$ cat config.mk
export PLATFORM = sky130hd
export DESIGN_NAME = region_scan_position_generator_top_flat
export DESIGN_NICKNAME = d
export VERILOG_FILES = /design/src/rtl/rspg_pkg.sv /design/src/rtl/rspg_if.sv /design/src/rtl/rspg_ctrl.sv /design/src/rtl/rspg_datapath.sv /design/src/rtl/region_scan_position_generator_top.sv /design/src/flat_wrapper.sv
export VERILOG_INCLUDE_DIRS = /design/src /design/src/rtl
export SDC_FILE = /design/constraint.sdc
export NUM_CORES = 2
export LEC_CHECK = 0
export BUFFER_PORTS_ARGS = -buffer_cell sky130_fd_sc_hd__buf_4
export CAP_MARGIN = 20
export CORE_AREA = 2 2 289 291
export CTS_CLUSTER_DIAMETER = 50
export DETAILED_ROUTE_END_ITERATION = 10
export DIE_AREA = 0 0 291 293
export PLACE_DENSITY = 0.86
export SKIP_CTS_REPAIR_TIMING = 1
export SYNTH_ARGS = -nofsm -noshare
export SYNTH_HDL_FRONTEND = slang
export SYNTH_HIERARCHICAL = 1
export SYNTH_SLANG_ARGS = --single-unit
$ cat constraint.sdc
create_clock -name clk -period 9 [get_ports clk]
set_clock_uncertainty 0.2 [all_clocks]
set_input_delay 0.45 -clock clk [delete_from_list [all_inputs] [get_ports clk]]
set_output_delay 0.45 -clock clk [all_outputs]
set_load 0.05 [all_outputs]
$ cat src/rtl/region_scan_position_generator_top_assert.svh
`ifndef REGION_SCAN_POSITION_GENERATOR_TOP_ASSERT_SVH
`define REGION_SCAN_POSITION_GENERATOR_TOP_ASSERT_SVH

// Same-cycle implication, disabled while reset is asserted.
`define RSPG_ASSERT_NOW(label, clk, rst_n, ante, cons) \
	label: assert property (@(posedge clk) disable iff (!rst_n) (ante) |-> (cons)) \
		else $error("rspg: same-cycle check failed");

// Next-cycle implication, disabled while reset is asserted.
`define RSPG_ASSERT_NEXT(label, clk, rst_n, ante, cons) \
	label: assert property (@(posedge clk) disable iff (!rst_n) (ante) |=> (cons)) \
		else $error("rspg: next-cycle check failed");

`endif

$ cat src/rtl/rspg_pkg.sv
package rspg_pkg;

	localparam int RADIUS_BITS    = 12;
	localparam int KIND_BITS      = 2;
	localparam int CFG_INDEX_BITS = 1;
	localparam int WORLD_RESET    = 256;

	localparam logic [KIND_BITS-1:0] KIND_CELL   = 2'd0;
	localparam logic [KIND_BITS-1:0] KIND_RECT   = 2'd1;
	localparam logic [KIND_BITS-1:0] KIND_CIRCLE = 2'd2;
	localparam logic [KIND_BITS-1:0] KIND_WORLD  = 2'd3;

	localparam logic MODE_START = 1'b0;
	localparam logic MODE_NEXT  = 1'b1;

	localparam logic [CFG_INDEX_BITS-1:0] REG_WORLD_WIDTH  = 1'b0;
	localparam logic [CFG_INDEX_BITS-1:0] REG_WORLD_HEIGHT = 1'b1;

	// controller -> datapath
	typedef struct packed {
		logic req_ready;
		logic capture;
		logic start_clear;
		logic emit_cell;
		logic load_box;
		logic begin_scan;
		logic resume;
		logic row_wrap;
		logic step_x;
		logic square;
		logic stop_scan;
		logic emit_found;
		logic emit_none;
		logic out_load;
	} rspg_cmd_t;

	// datapath -> controller
	typedef struct packed {
		logic                 req_valid;
		logic                 req_mode;
		logic [KIND_BITS-1:0] req_kind;
		logic                 world_empty;
		logic                 cell_inside;
		logic                 radius_zero;
		logic                 box_empty;
		logic                 scan_active;
		logic [KIND_BITS-1:0] held_kind;
		logic                 cand_x_over;
		logic                 cand_y_over;
		logic                 masked;
		logic                 out_free;
	} rspg_stat_t;

endpackage

$ cat src/rtl/rspg_if.sv
interface rspg_req_if #(parameter int COORD_BITS = 16) ();
	logic                             valid;
	logic                             ready;
	logic                             mode;
	logic [rspg_pkg::KIND_BITS-1:0]   range_kind;
	logic [COORD_BITS-1:0]            first_x;
	logic [COORD_BITS-1:0]            first_y;
	logic [COORD_BITS-1:0]            second_x;
	logic [COORD_BITS-1:0]            second_y;
	logic [rspg_pkg::RADIUS_BITS-1:0] radius_q;

	modport source (
		output valid, mode, range_kind, first_x, first_y, second_x, second_y, radius_q,
		input  ready
	);
	modport sink (
		input  valid, mode, range_kind, first_x, first_y, second_x, second_y, radius_q,
		output ready
	);
endinterface

interface rspg_rsp_if #(parameter int COORD_BITS = 16) ();
	logic                  valid;
	logic                  ready;
	logic                  found;
	logic [COORD_BITS-1:0] pos_x;
	logic [COORD_BITS-1:0] pos_y;

	modport source (output valid, found, pos_x, pos_y, input ready);
	modport sink (input valid, found, pos_x, pos_y, output ready);
endinterface

$ cat src/rtl/rspg_ctrl.sv
module rspg_ctrl (
	input  logic                 clk,
	input  logic                 arst_n,
	input  rspg_pkg::rspg_stat_t stat,
	output rspg_pkg::rspg_cmd_t  cmd
);
	import rspg_pkg::*;

	typedef enum logic [5:0] {
		ST_IDLE   = 6'b000001,
		ST_DECODE = 6'b000010,
		ST_BOXCHK = 6'b000100,
		ST_CHECK  = 6'b001000,
		ST_TEST   = 6'b010000,
		ST_DONE   = 6'b100000
	} state_t;

	state_t state_q, state_d;

	always_ff @(posedge clk or negedge arst_n) begin
		if (!arst_n) begin
			state_q <= ST_IDLE;
		end else begin
			state_q <= state_d;
		end
	end

	always_comb begin
		cmd     = '0;
		state_d = state_q;
		unique case (state_q)
			ST_IDLE: begin
				cmd.req_ready = 1'b1;
				if (stat.req_valid) begin
					cmd.capture = 1'b1;
					state_d     = ST_DECODE;
				end
			end
			ST_DECODE: begin
				if (stat.req_mode == MODE_START) begin
					cmd.start_clear = 1'b1;
					if (stat.world_empty) begin
						cmd.emit_none = 1'b1;
						state_d       = ST_DONE;
					end else if (stat.req_kind == KIND_CELL) begin
						cmd.emit_cell = stat.cell_inside;
						cmd.emit_none = !stat.cell_inside;
						state_d       = ST_DONE;
					end else if (stat.req_kind == KIND_CIRCLE && stat.radius_zero) begin
						cmd.emit_none = 1'b1;
						state_d       = ST_DONE;
					end else begin
						cmd.load_box = 1'b1;
						state_d      = ST_BOXCHK;
					end
				end else if (!stat.scan_active || stat.held_kind == KIND_CELL) begin
					cmd.emit_none = 1'b1;
					state_d       = ST_DONE;
				end else begin
					cmd.resume = 1'b1;
					state_d    = ST_CHECK;
				end
			end
			ST_BOXCHK: begin
				if (stat.box_empty) begin
					cmd.emit_none = 1'b1;
					state_d       = ST_DONE;
				end else begin
					cmd.begin_scan = 1'b1;
					state_d        = ST_CHECK;
				end
			end
			ST_CHECK: begin
				if (stat.cand_y_over) begin
					cmd.stop_scan = 1'b1;
					cmd.emit_none = 1'b1;
					state_d       = ST_DONE;
				end else if (stat.cand_x_over) begin
					cmd.row_wrap = 1'b1;
				end else if (stat.held_kind != KIND_CIRCLE) begin
					cmd.emit_found = 1'b1;
					state_d        = ST_DONE;
				end else begin
					cmd.square = 1'b1;
					state_d    = ST_TEST;
				end
			end
			ST_TEST: begin
				if (stat.masked) begin
					cmd.step_x = 1'b1;
					state_d    = ST_CHECK;
				end else begin
					cmd.emit_found = 1'b1;
					state_d        = ST_DONE;
				end
			end
			ST_DONE: begin
				if (stat.out_free) begin
					cmd.out_load = 1'b1;
					state_d      = ST_IDLE;
				end
			end
			default: begin
				state_d = ST_IDLE;
			end
		endcase
	end

endmodule

$ cat src/rtl/rspg_datapath.sv
module rspg_datapath #(
	parameter int COORD_BITS       = 16,
	parameter int RADIUS_FRAC_BITS = 4
) (
	input  logic                                clk,
	input  logic                                arst_n,
	rspg_req_if.sink                            req,
	rspg_rsp_if.source                          rsp,
	input  logic                                cfg_we,
	input  logic [rspg_pkg::CFG_INDEX_BITS-1:0] cfg_index,
	input  logic [COORD_BITS-1:0]               cfg_data,
	input  rspg_pkg::rspg_cmd_t                 cmd,
	output rspg_pkg::rspg_stat_t                stat
);
	import rspg_pkg::*;

	localparam int CB  = COORD_BITS;
	localparam int F   = RADIUS_FRAC_BITS;
	localparam int BW  = ((CB + F > RADIUS_BITS) ? CB + F : RADIUS_BITS) + 2;
	localparam int DW0 = 2 * CB + 1 + 2 * F;
	localparam int DW  = (DW0 > 2 * RADIUS_BITS) ? DW0 : 2 * RADIUS_BITS;
	localparam logic [BW-1:0] HALF = BW'((1 << F) >> 1);
	localparam logic [CB-1:0] WORLD_INIT = (CB >= 9) ? CB'(WORLD_RESET) : {CB{1'b1}};

	// captured request
	logic                   req_mode_q;
	logic [KIND_BITS-1:0]   req_kind_q;
	logic [CB-1:0]          req_fx_q, req_fy_q, req_sx_q, req_sy_q;
	logic [RADIUS_BITS-1:0] req_rq_q;

	// scan state
	logic [CB-1:0]          world_w_q, world_h_q;
	logic [CB-1:0]          low_x_q, low_y_q, high_x_q, high_y_q;
	logic [CB-1:0]          center_x_q, center_y_q;
	logic [2*RADIUS_BITS-1:0] rsq_q;
	logic [KIND_BITS-1:0]   kind_held_q;
	logic                   scan_active_q;
	logic [CB-1:0]          cursor_x_q, cursor_y_q;
	logic [CB:0]            cand_x_q, cand_y_q;
	logic [2*CB-1:0]        sq_x_q, sq_y_q;

	// result staging and output register
	logic                   res_found_q;
	logic [CB-1:0]          res_x_q, res_y_q;
	logic                   out_valid_q, out_found_q;
	logic [CB-1:0]          out_x_q, out_y_q;

	logic [CB-1:0]          wmx, wmy;
	logic [CB-1:0]          dx, dy;
	logic [BW-1:0]          fx_sh, fy_sh, rq_ext;
	logic [DW-1:0]          dist_sq;

	function automatic logic [CB-1:0] round_clamp(input logic [BW-1:0] num,
	                                              input logic [CB-1:0] lim);
		logic [BW-1:0] q;
		logic [CB-1:0] r;
		q = num >> F;
		if (num[BW-1]) begin
			r = '0;
		end else if (q > BW'(lim)) begin
			r = lim;
		end else begin
			r = q[CB-1:0];
		end
		return r;
	endfunction

	assign wmx    = world_w_q - CB'(1);
	assign wmy    = world_h_q - CB'(1);
	assign fx_sh  = BW'(req_fx_q) << F;
	assign fy_sh  = BW'(req_fy_q) << F;
	assign rq_ext = BW'(req_rq_q);

	assign dx = (cand_x_q[CB-1:0] >= center_x_q) ? cand_x_q[CB-1:0] - center_x_q
	                                             : center_x_q - cand_x_q[CB-1:0];
	assign dy = (cand_y_q[CB-1:0] >= center_y_q) ? cand_y_q[CB-1:0] - center_y_q
	                                             : center_y_q - cand_y_q[CB-1:0];
	assign dist_sq = (DW'(sq_x_q) + DW'(sq_y_q)) << (2 * F);

	assign stat.req_valid   = req.valid;
	assign stat.req_mode    = req_mode_q;
	assign stat.req_kind    = req_kind_q;
	assign stat.world_empty = (world_w_q == '0) || (world_h_q == '0);
	assign stat.cell_inside = (req_fx_q < world_w_q) && (req_fy_q < world_h_q);
	assign stat.radius_zero = (req_rq_q == '0);
	assign stat.box_empty   = (low_x_q > high_x_q) || (low_y_q > high_y_q);
	assign stat.scan_active = scan_active_q;
	assign stat.held_kind   = kind_held_q;
	assign stat.cand_x_over = cand_x_q > {1'b0, high_x_q};
	assign stat.cand_y_over = cand_y_q > {1'b0, high_y_q};
	assign stat.masked      = dist_sq > DW'(rsq_q);
	assign stat.out_free    = !out_valid_q || rsp.ready;

	assign req.ready = cmd.req_ready;
	assign rsp.valid = out_valid_q;
	assign rsp.found = out_found_q;
	assign rsp.pos_x = out_x_q;
	assign rsp.pos_y = out_y_q;

	always_ff @(posedge clk or negedge arst_n) begin
		if (!arst_n) begin
			world_w_q     <= WORLD_INIT;
			world_h_q     <= WORLD_INIT;
			kind_held_q   <= KIND_CELL;
			scan_active_q <= 1'b0;
			out_valid_q   <= 1'b0;
		end else begin
			if (cfg_we) begin
				unique case (cfg_index)
					REG_WORLD_WIDTH:  world_w_q <= cfg_data;
					REG_WORLD_HEIGHT: world_h_q <= cfg_data;
					default: ;
				endcase
			end
			if (cmd.start_clear) begin
				kind_held_q   <= req_kind_q;
				scan_active_q <= 1'b0;
			end
			if (cmd.begin_scan) begin
				scan_active_q <= 1'b1;
			end
			if (cmd.stop_scan) begin
				scan_active_q <= 1'b0;
			end
			if (cmd.out_load) begin
				out_valid_q <= 1'b1;
			end else if (rsp.ready) begin
				out_valid_q <= 1'b0;
			end
		end
	end

	always_ff @(posedge clk) begin
		if (cmd.capture) begin
			req_mode_q <= req.mode;
			req_kind_q <= req.range_kind;
			req_fx_q   <= req.first_x;
			req_fy_q   <= req.first_y;
			req_sx_q   <= req.second_x;
			req_sy_q   <= req.second_y;
			req_rq_q   <= req.radius_q;
		end
		if (cmd.load_box) begin
			case (req_kind_q)
				KIND_WORLD: begin
					low_x_q  <= '0;
					low_y_q  <= '0;
					high_x_q <= wmx;
					high_y_q <= wmy;
				end
				KIND_RECT: begin
					low_x_q  <= (req_fx_q < wmx) ? req_fx_q : wmx;
					low_y_q  <= (req_fy_q < wmy) ? req_fy_q : wmy;
					high_x_q <= (req_sx_q < wmx) ? req_sx_q : wmx;
					high_y_q <= (req_sy_q < wmy) ? req_sy_q : wmy;
				end
				default: begin
					center_x_q <= req_fx_q;
					center_y_q <= req_fy_q;
					rsq_q      <= {{RADIUS_BITS{1'b0}}, req_rq_q}
					              * {{RADIUS_BITS{1'b0}}, req_rq_q};
					low_x_q    <= round_clamp(fx_sh - rq_ext + HALF, wmx);
					low_y_q    <= round_clamp(fy_sh - rq_ext + HALF, wmy);
					high_x_q   <= round_clamp(fx_sh + rq_ext + HALF, wmx);
					high_y_q   <= round_clamp(fy_sh + rq_ext + HALF, wmy);
				end
			endcase
		end
		if (cmd.begin_scan) begin
			cand_x_q <= {1'b0, low_x_q};
			cand_y_q <= {1'b0, low_y_q};
		end else if (cmd.resume) begin
			cand_x_q <= {1'b0, cursor_x_q} + (CB+1)'(1);
			cand_y_q <= {1'b0, cursor_y_q};
		end else if (cmd.row_wrap) begin
			cand_x_q <= {1'b0, low_x_q};
			cand_y_q <= cand_y_q + (CB+1)'(1);
		end else if (cmd.step_x) begin
			cand_x_q <= cand_x_q + (CB+1)'(1);
		end
		if (cmd.square) begin
			sq_x_q <= {{CB{1'b0}}, dx} * {{CB{1'b0}}, dx};
			sq_y_q <= {{CB{1'b0}}, dy} * {{CB{1'b0}}, dy};
		end
		if (cmd.emit_cell) begin
			cursor_x_q  <= req_fx_q;
			cursor_y_q  <= req_fy_q;
			res_found_q <= 1'b1;
			res_x_q     <= req_fx_q;
			res_y_q     <= req_fy_q;
		end else if (cmd.emit_found) begin
			cursor_x_q  <= cand_x_q[CB-1:0];
			cursor_y_q  <= cand_y_q[CB-1:0];
			res_found_q <= 1'b1;
			res_x_q     <= cand_x_q[CB-1:0];
			res_y_q     <= cand_y_q[CB-1:0];
		end else if (cmd.emit_none) begin
			res_found_q <= 1'b0;
			res_x_q     <= '0;
			res_y_q     <= '0;
		end
		if (cmd.out_load) begin
			out_found_q <= res_found_q;
			out_x_q     <= res_x_q;
			out_y_q     <= res_y_q;
		end
	end

endmodule

$ cat src/rtl/region_scan_position_generator_top.sv
// Region scan position generator: walks the cells of a region row by row.
// req channel: mode 0 starts a scan (range_kind, first_x/y, second_x/y,
// radius_q) and returns the first cell; mode 1 returns the next cell.
// rsp channel: exactly one response per request: found with pos_x/pos_y,
// or found 0 with a zero position once the region is empty or used up.
// Config port: cfg_we writes world width (index 0) or height (index 1);
// write only while no request is in flight.
// Decode alone answers a single cell, an empty world, a zero radius and a
// next with no scan. A start that walks the box loads and checks the box
// first (an empty box is answered there); a next resumes the walk, and
// each row wrap takes a check step of its own. A circle cell passes one
// square stage and one compare stage, so each masked cell skipped adds both.
// One request is worked on at a time; the next one is taken the cycle
// after the previous response is loaded.
// Reset clears the scan, sets the world to 256 x 256 and empties the
// output register. When rsp is stalled the response holds and the block
// still accepts one more request, finishing it into a staging register.
`include "region_scan_position_generator_top_assert.svh"

module region_scan_position_generator_top #(
	parameter int COORD_BITS       = 16,
	parameter int RADIUS_FRAC_BITS = 4
) (
	input  logic                                clk,
	input  logic                                arst_n,
	rspg_req_if.sink                            req,
	rspg_rsp_if.source                          rsp,
	input  logic                                cfg_we,
	input  logic [rspg_pkg::CFG_INDEX_BITS-1:0] cfg_index,
	input  logic [COORD_BITS-1:0]               cfg_data
);
	import rspg_pkg::*;

	rspg_cmd_t  cmd;
	rspg_stat_t stat;

	rspg_ctrl u_ctrl (
		.clk    (clk),
		.arst_n (arst_n),
		.stat   (stat),
		.cmd    (cmd)
	);

	rspg_datapath #(
		.COORD_BITS       (COORD_BITS),
		.RADIUS_FRAC_BITS (RADIUS_FRAC_BITS)
	) u_datapath (
		.clk       (clk),
		.arst_n    (arst_n),
		.req       (req),
		.rsp       (rsp),
		.cfg_we    (cfg_we),
		.cfg_index (cfg_index),
		.cfg_data  (cfg_data),
		.cmd       (cmd),
		.stat      (stat)
	);

	`RSPG_ASSERT_NEXT(a_one_request, clk, arst_n, req.valid && req.ready, !req.ready)
	`RSPG_ASSERT_NOW(a_no_overwrite, clk, arst_n, cmd.out_load, stat.out_free)
	`RSPG_ASSERT_NOW(a_emit_in_box, clk, arst_n, cmd.emit_found, !stat.cand_x_over && !stat.cand_y_over)
	`RSPG_ASSERT_NOW(a_empty_zero, clk, arst_n, rsp.valid && !rsp.found, rsp.pos_x == '0 && rsp.pos_y == '0)

endmodule

$ cat src/flat_wrapper.sv
// flat-port wrapper written by rule: the top's interface ports become plain ports
module region_scan_position_generator_top_flat import rspg_pkg::*;
#(
	parameter int COORD_BITS       = 16,
	parameter int RADIUS_FRAC_BITS = 4
)
  (clk, arst_n, cfg_we, cfg_index, cfg_data, req_valid, req_mode, req_range_kind, req_first_x, req_first_y, req_second_x, req_second_y, req_radius_q, req_ready, rsp_valid, rsp_found, rsp_pos_x, rsp_pos_y, rsp_ready);
  rspg_req_if #(.COORD_BITS(COORD_BITS)) req_i ();
  rspg_rsp_if #(.COORD_BITS(COORD_BITS)) rsp_i ();
  input  logic clk;
  input  logic arst_n;
  input  logic cfg_we;
  input  logic [rspg_pkg::CFG_INDEX_BITS-1:0] cfg_index;
  input  logic [COORD_BITS-1:0] cfg_data;
  input wire logic [$bits(req_i.valid)-1:0] req_valid;
  input wire logic [$bits(req_i.mode)-1:0] req_mode;
  input wire logic [$bits(req_i.range_kind)-1:0] req_range_kind;
  input wire logic [$bits(req_i.first_x)-1:0] req_first_x;
  input wire logic [$bits(req_i.first_y)-1:0] req_first_y;
  input wire logic [$bits(req_i.second_x)-1:0] req_second_x;
  input wire logic [$bits(req_i.second_y)-1:0] req_second_y;
  input wire logic [$bits(req_i.radius_q)-1:0] req_radius_q;
  output wire logic [$bits(req_i.ready)-1:0] req_ready;
  output wire logic [$bits(rsp_i.valid)-1:0] rsp_valid;
  output wire logic [$bits(rsp_i.found)-1:0] rsp_found;
  output wire logic [$bits(rsp_i.pos_x)-1:0] rsp_pos_x;
  output wire logic [$bits(rsp_i.pos_y)-1:0] rsp_pos_y;
  input wire logic [$bits(rsp_i.ready)-1:0] rsp_ready;
  assign req_i.valid = req_valid;
  assign req_i.mode = req_mode;
  assign req_i.range_kind = req_range_kind;
  assign req_i.first_x = req_first_x;
  assign req_i.first_y = req_first_y;
  assign req_i.second_x = req_second_x;
  assign req_i.second_y = req_second_y;
  assign req_i.radius_q = req_radius_q;
  assign req_ready = req_i.ready;
  assign rsp_valid = rsp_i.valid;
  assign rsp_found = rsp_i.found;
  assign rsp_pos_x = rsp_i.pos_x;
  assign rsp_pos_y = rsp_i.pos_y;
  assign rsp_i.ready = rsp_ready;
  region_scan_position_generator_top #(.COORD_BITS(COORD_BITS), .RADIUS_FRAC_BITS(RADIUS_FRAC_BITS)) u_core (.clk(clk), .arst_n(arst_n), .req(req_i), .rsp(rsp_i), .cfg_we(cfg_we), .cfg_index(cfg_index), .cfg_data(cfg_data));
endmodule
* Word-level counts from Yosys, hierarchy flattened
Cells that the tools add are included.
** Storage, ports and cells
- Flip-flop bits (word level) :: 437
- Logic and storage cells :: 204
** Cells by class
- Add/sub/neg operators :: 18
- Multiply operators :: 3
- Order comparisons :: 17
- Equality and inequality tests :: 13
- Muxes and demuxes :: 89
- Bitwise operators :: 2
- Reduce and logical (&&, ||, !) cells :: 28
** Operators with widths (count)
- $mux W16 :: 27
- $pmux W16 S2 :: 4
- $lt A16 B16 Y1 :: 6
- $gt A18 B16 Y1 :: 4
- $mux W6 :: 12
- $mul A16 B16 Y32 :: 2
- $sub A16 B16 Y16 :: 4
- $mux W17 :: 3
- $add A21 B4 Y22 const B :: 2
- $add A21 B5 Y22 const B :: 2
- $add A20 B12 Y21 :: 2
- $sub A20 B12 Y21 :: 2
- $gt A41 B24 Y1 :: 1
- $pmux W6 S6 :: 1
- $mux W1 :: 35
- $add A17 B1 Y17 const B :: 2
- $gt A17 B16 Y1 :: 2
- $add A32 B32 Y33 :: 1
- $ge A16 B16 Y1 :: 2
- $gt A16 B16 Y1 :: 2
- $logic_not A16 Y1 :: 2
- $sub A16 B1 Y16 const B :: 2
- $mul A12 B12 Y24 :: 1
- $add A16 B1 Y17 const B :: 1
- other kinds (27) :: 48

* Depth between registers and ports, before layout
- Depth in word-level cells :: 10
- Gate-level depth with buffers :: 39
- Depth with buffers taken out :: 38

* By module
The synthesis kept the hierarchy.
** Modules (own cells, without submodules)
- rspg_datapath :: times used 1, cells each 4961, area an instance 47513.1 um^2, sequential area each 12644.6 um^2
- rspg_ctrl :: times used 1, cells each 61, area an instance 499.2 um^2, sequential area each 151.4 um^2

* Least setup slack after synthesis
No wires, ideal clock.
- Kind :: register to register
- From :: reg u_core.u_datapath.cand_x_q[1]
- To :: reg u_core.u_datapath.sq_x_q[0] (enable)
- Library setup time :: 0.634 ns
- Arrival :: 8.229 ns
- Setup slack :: -0.064 ns
- Cell stages (with the launch flop) :: 13
- Clock period less this slack :: 9.064 ns
- Cells stage by stage :: edfxtp_1 > ha_1 > nor2b_1 > o21a_1 > o21a_1 > o21a_1 > o21a_1 > o21a_1 > o21a_1 > o21ai_0 > a21oi_1 > o31a_1 > nor4_1
** RTL lines
- start: declaration :: RTL line rspg_datapath.sv:39 : logic [CB:0] cand_x_q, cand_y_q;
- start signal: assignment :: RTL line rspg_datapath.sv:170 : cand_x_q <= {1'b0, low_x_q};
- start signal: assignment :: RTL line rspg_datapath.sv:173 : cand_x_q <= {1'b0, cursor_x_q} + (CB+1)'(1);
- start signal: assignment :: RTL line rspg_datapath.sv:176 : cand_x_q <= {1'b0, low_x_q};
- end signal: assignment :: RTL line rspg_datapath.sv:182 : sq_x_q <= {{CB{1'b0}}, dx} * {{CB{1'b0}}, dx};
- end: declaration :: RTL line rspg_datapath.sv:40 : logic [2*CB-1:0] sq_x_q, sq_y_q;

* Worst setup path after layout
- From :: reg u_core.u_datapath.cand_x_q[9]
- To :: reg u_core.u_datapath.sq_x_q[30], data pin
** Between the ends
- Word-level cells in the longest chain between the ends :: 3
- Elaborated cells between the ends (all ways) :: 5
** RTL lines
- $sub A16 B16 Y16, or another cell as far along :: RTL line rspg_datapath.sv:75 : : center_x_q - cand_x_q[CB-1:0];
- $mux W16 * :: RTL line rspg_datapath.sv:74 : assign dx = (cand_x_q[CB-1:0] >= center_x_q) ? cand_x_q[CB-1:0] - center_x_q
- $mul A16 B16 Y32 * :: RTL line rspg_datapath.sv:182
Mark *: on every way between the ends. The rest lies on a longest branch, timed or not.
A chain may end at the register's enable or synchronous reset.

==> results by group <==
Layout
  • Final instance area: 55010 µm²
  • Post-layout util: 0.6721
  • Share of layout cells above drive strength 1: 0.1151
  • Area growth syn-to-layout: 14.57%
  • Final std cells w/o fill: 6503
  • Layout Nets: 6517

Logic synthesis
  • Largest cells by area after synthesis: edfxtp_1 (24%), fa_1 (17%), ha_1 (16%), inv_1 (6.3%), xnor2_1 (3.4%)
  • Prevailing post-synth register cell: edfxtp_1
  • Synth area leader: edfxtp_1
  • Synth Area in Adders: 0.3330
  • Top-area cell type share of the netlist area: 0.2433
  • Flops & latches, synth: 434
  • Post-synth EDFFs: 389
  • Synthesized net count: 6153
  • Area fraction in compound gates after synthesis: 0.1230
  • Seq/Total Area, Yosys: 0.2665
  • Simple-gate area share of the yosys netlist: 0.1295
  • Top cells by count, synth: inv_1 (803), ha_1 (618), fa_1 (412), nand2_1 (402), edfxtp_1 (389)
  • Xor-xnor portion of the synthesized cell area: 0.05043
  • Most common cell in the netlist: inv_1
  • Cell Area, Synth: 48010 µm²
  • Ys async rst share: 0.09677
  • Combinational family with the most area after synthesis: adder cells
  • Mean Syn Cell Area: 9.560 µm²
  • Mux contribution to synthesized area: 0.02171
  • Yosys cell types: 98
  • Synthesized instance count: 5022
  • YS warnings: 6

Critical path
  • RR Startpoint: u_core/u_datapath/cand_x_q[9]
  • Cell mode on critical path: fa_1
  • Crit end category: register
  • CP Data Required Time: 9190 ps
  • Worst EP arrival: 8980 ps
  • Max FO, Critical Path: 9
  • R2R depth: 35
  • Critical path type: register to register
  • CP max stage cell: or4_4
  • Worst reg-to-reg setup slack: 210 ps
  • Setup crit start kind: register
  • Worst R2R End: u_core/u_datapath/sq_x_q[30]
  • Crit-path max cell delay: 540 ps

Place
  • DP Area: 51280 µm²
  • Port Buf Inserts: 135
  • DP HPWL: 107700 µm
  • DP Cell Count: 6269
  • RD Place Congestion: 0.9870

Hold path
  • HP Class: input pin to register
  • Hold EP: u_core/u_datapath/world_w_q[13]
  • Hold path depth: 4
  • Hold path start: cfg_index

Clock network
  • CTS buffer count: 57
  • Longest Clk Path Bufs: 3
  • Clk sinks: 434
  • CTS root buffer: clkbuf_16
  • TritonCTS clock tree: built
  • H-tree depth: 2
  • Clock Latency Late Sink: 680 ps
  • Reg clk slew, reported paths: 60 ps

Timing
  • Fin. Hold Viols: 0
  • Final period utilization: 0.9770
  • Final Slew Violations: 0
  • Fmax: 113.7 MHz
  • Final setup fails: 0
  • Rel. slew slack: 0.2495
  • Tmin final: 8793 ps
  • Slew at the pin closest to its max-slew limit: 1124 ps

Detailed routing
  • Routed wire length: 141300 µm
  • WL/cell: 21.73 µm
  • Initial DRC count: 4054
  • Drt drc: 0
  • DR vias: 39.64k
  • Via density: 6.095
  • Final antenna-violating net count: 0
  • Drt first pass iters: 6

GRT
  • Initial antenna violation count: 1
  • Largest net degree at the start of global routing: 67
  • Vias in the first global route: 39.20k
  • Final global-route overflow total: 0
  • Gr usage total: 0.3136
  • First-pass GRT wire length: 210700 µm

Die
  • FP Rows: 105
  • Initial core utilization: 0.5866
  • Num ports: 136
  • Die Wd: 291 µm
  • Die H: 293 µm
  • Floorplan Core Area: 81850 µm²
  • Die area: 85260 µm²

Run
  • Max-Cap Viols: 0

Outcome
  • Outcome: finished clean
-- registers in the layout (all words and copies together), names as in the netlist, 17 cells and up --
name and cells:
u_core/u_datapath/sq_x_q 31, u_core/u_datapath/sq_y_q 31, u_core/u_datapath/cand_x_q 17, u_core/u_datapath/cand_y_q 17
u_core/u_datapath/rsq_q 23
-- placed cells by master (no fill, tap or decap), drive strengths merged, types with 9 or more instances in the layout --
| cell | instances |
|---|---|
| nand2b | 46 |
| fa | 412 |
| o211ai | 26 |
| inv | 819 |
| nand3 | 115 |
| buf | 355 |
| clkinv | 24 |
| and3 | 35 |
| a221oi | 11 |
| ha | 618 |
| and4 | 9 |
| a21o | 100 |
| or3 | 26 |
| edfxtp | 389 |
| nor4 | 24 |
| o21a | 64 |
| o311ai | 15 |
| o21ai | 226 |
| o21bai | 28 |
| o22ai | 22 |
| and2 | 68 |
| clkbuf | 65 |
| nor2b | 51 |
| nand4 | 61 |
| dfrtp | 39 |
| xnor2 | 185 |
| o31ai | 18 |
| mux2i | 76 |
| dlygate4sd3 | 99 |
| xor2 | 87 |
| mux2 | 25 |
| nand2 | 403 |
| a31oi | 25 |
| a22oi | 9 |
| a21oi | 256 |
| a211oi | 30 |
| a221o | 11 |
| a21boi | 10 |
| nor3 | 91 |
| nor2 | 320 |
-- through the flow --
step,setup TNS (ps),hold WS (ps),worst slack (ps)
global placement,0,204.9,61.26
global route,-717.8,48.77,-101.0
detailed placement,-552.9,204.5,-144.5
floorplan,0,-45.59,21.06
CTS,-942.7,-428.6,-218.9
finish,0,64.26,206.6
-- per-layer routing --
metal,track usage,vias up,routed length (µm)
li1,-,17860,-
met1,0.4013,19070,54210
met2,0.5332,2210,67010
met3,0.04115,496,11910
met4,0.1419,0,8164
met5,0,-,0
-- kinds of logic (layout without fill, tap and decap cells) --
group / Yosys count / in the layout
simple gates: 1298 / 1298
compound gates: 926 / 926
flops: 434 / 434
other cells: 0 / 1
fa+ha+maj: 1031 / 1031
xor+xnor: 273 / 273
mux: 101 / 101
buf+inv: 959 / 1369
-- worst max-delay path: cells and delay by family (launching register included) --
kind | cells | cell delay (ps)
adder cells (fa/ha/maj) | 8 | 3650
AO/OA/AOI/OAI | 9 | 1660
AND/OR/NAND/NOR | 8 | 1490
buffers and inverters | 8 | 780
flip-flops | 1 | 440
XOR/XNOR | 2 | 290
-- final cells by class --
type	instances	area, µm²
well taps	1070	1339
diodes	1	2.502
clock inverters	40	466.7
flip-flops and latches	434	12800
clock buffers	65	1466
multi-input cells	3629	32140
repair buffers	454	3744
inverters	810	3052
fillers	5935	26840
-- worst max-delay path by stage --
stage / from / to / slack [ps] / depth (start not counted)
3_5_place_dp: u_core/u_datapath/cand_y_q[0] / u_core/u_datapath/sq_y_q[31] / -140 / 32
2_1_floorplan: u_core/u_datapath/cand_y_q[5] / u_core/u_datapath/sq_y_q[31] / 20 / 35
3_3_place_gp: u_core/u_datapath/center_x_q[0] / u_core/u_datapath/sq_x_q[31] / 60 / 31
6_report: u_core/u_datapath/cand_x_q[9] / u_core/u_datapath/sq_x_q[30] / 210 / 35
5_1_grt: u_core/u_datapath/cand_y_q[0] / u_core/u_datapath/sq_y_q[31] / -100 / 32
4_1_cts: u_core/u_datapath/cand_y_q[0] / u_core/u_datapath/sq_y_q[31] / -220 / 32
Power is not shown: default switching activity piles up to over one toggle a cycle in this logic, so the estimate is an artifact.
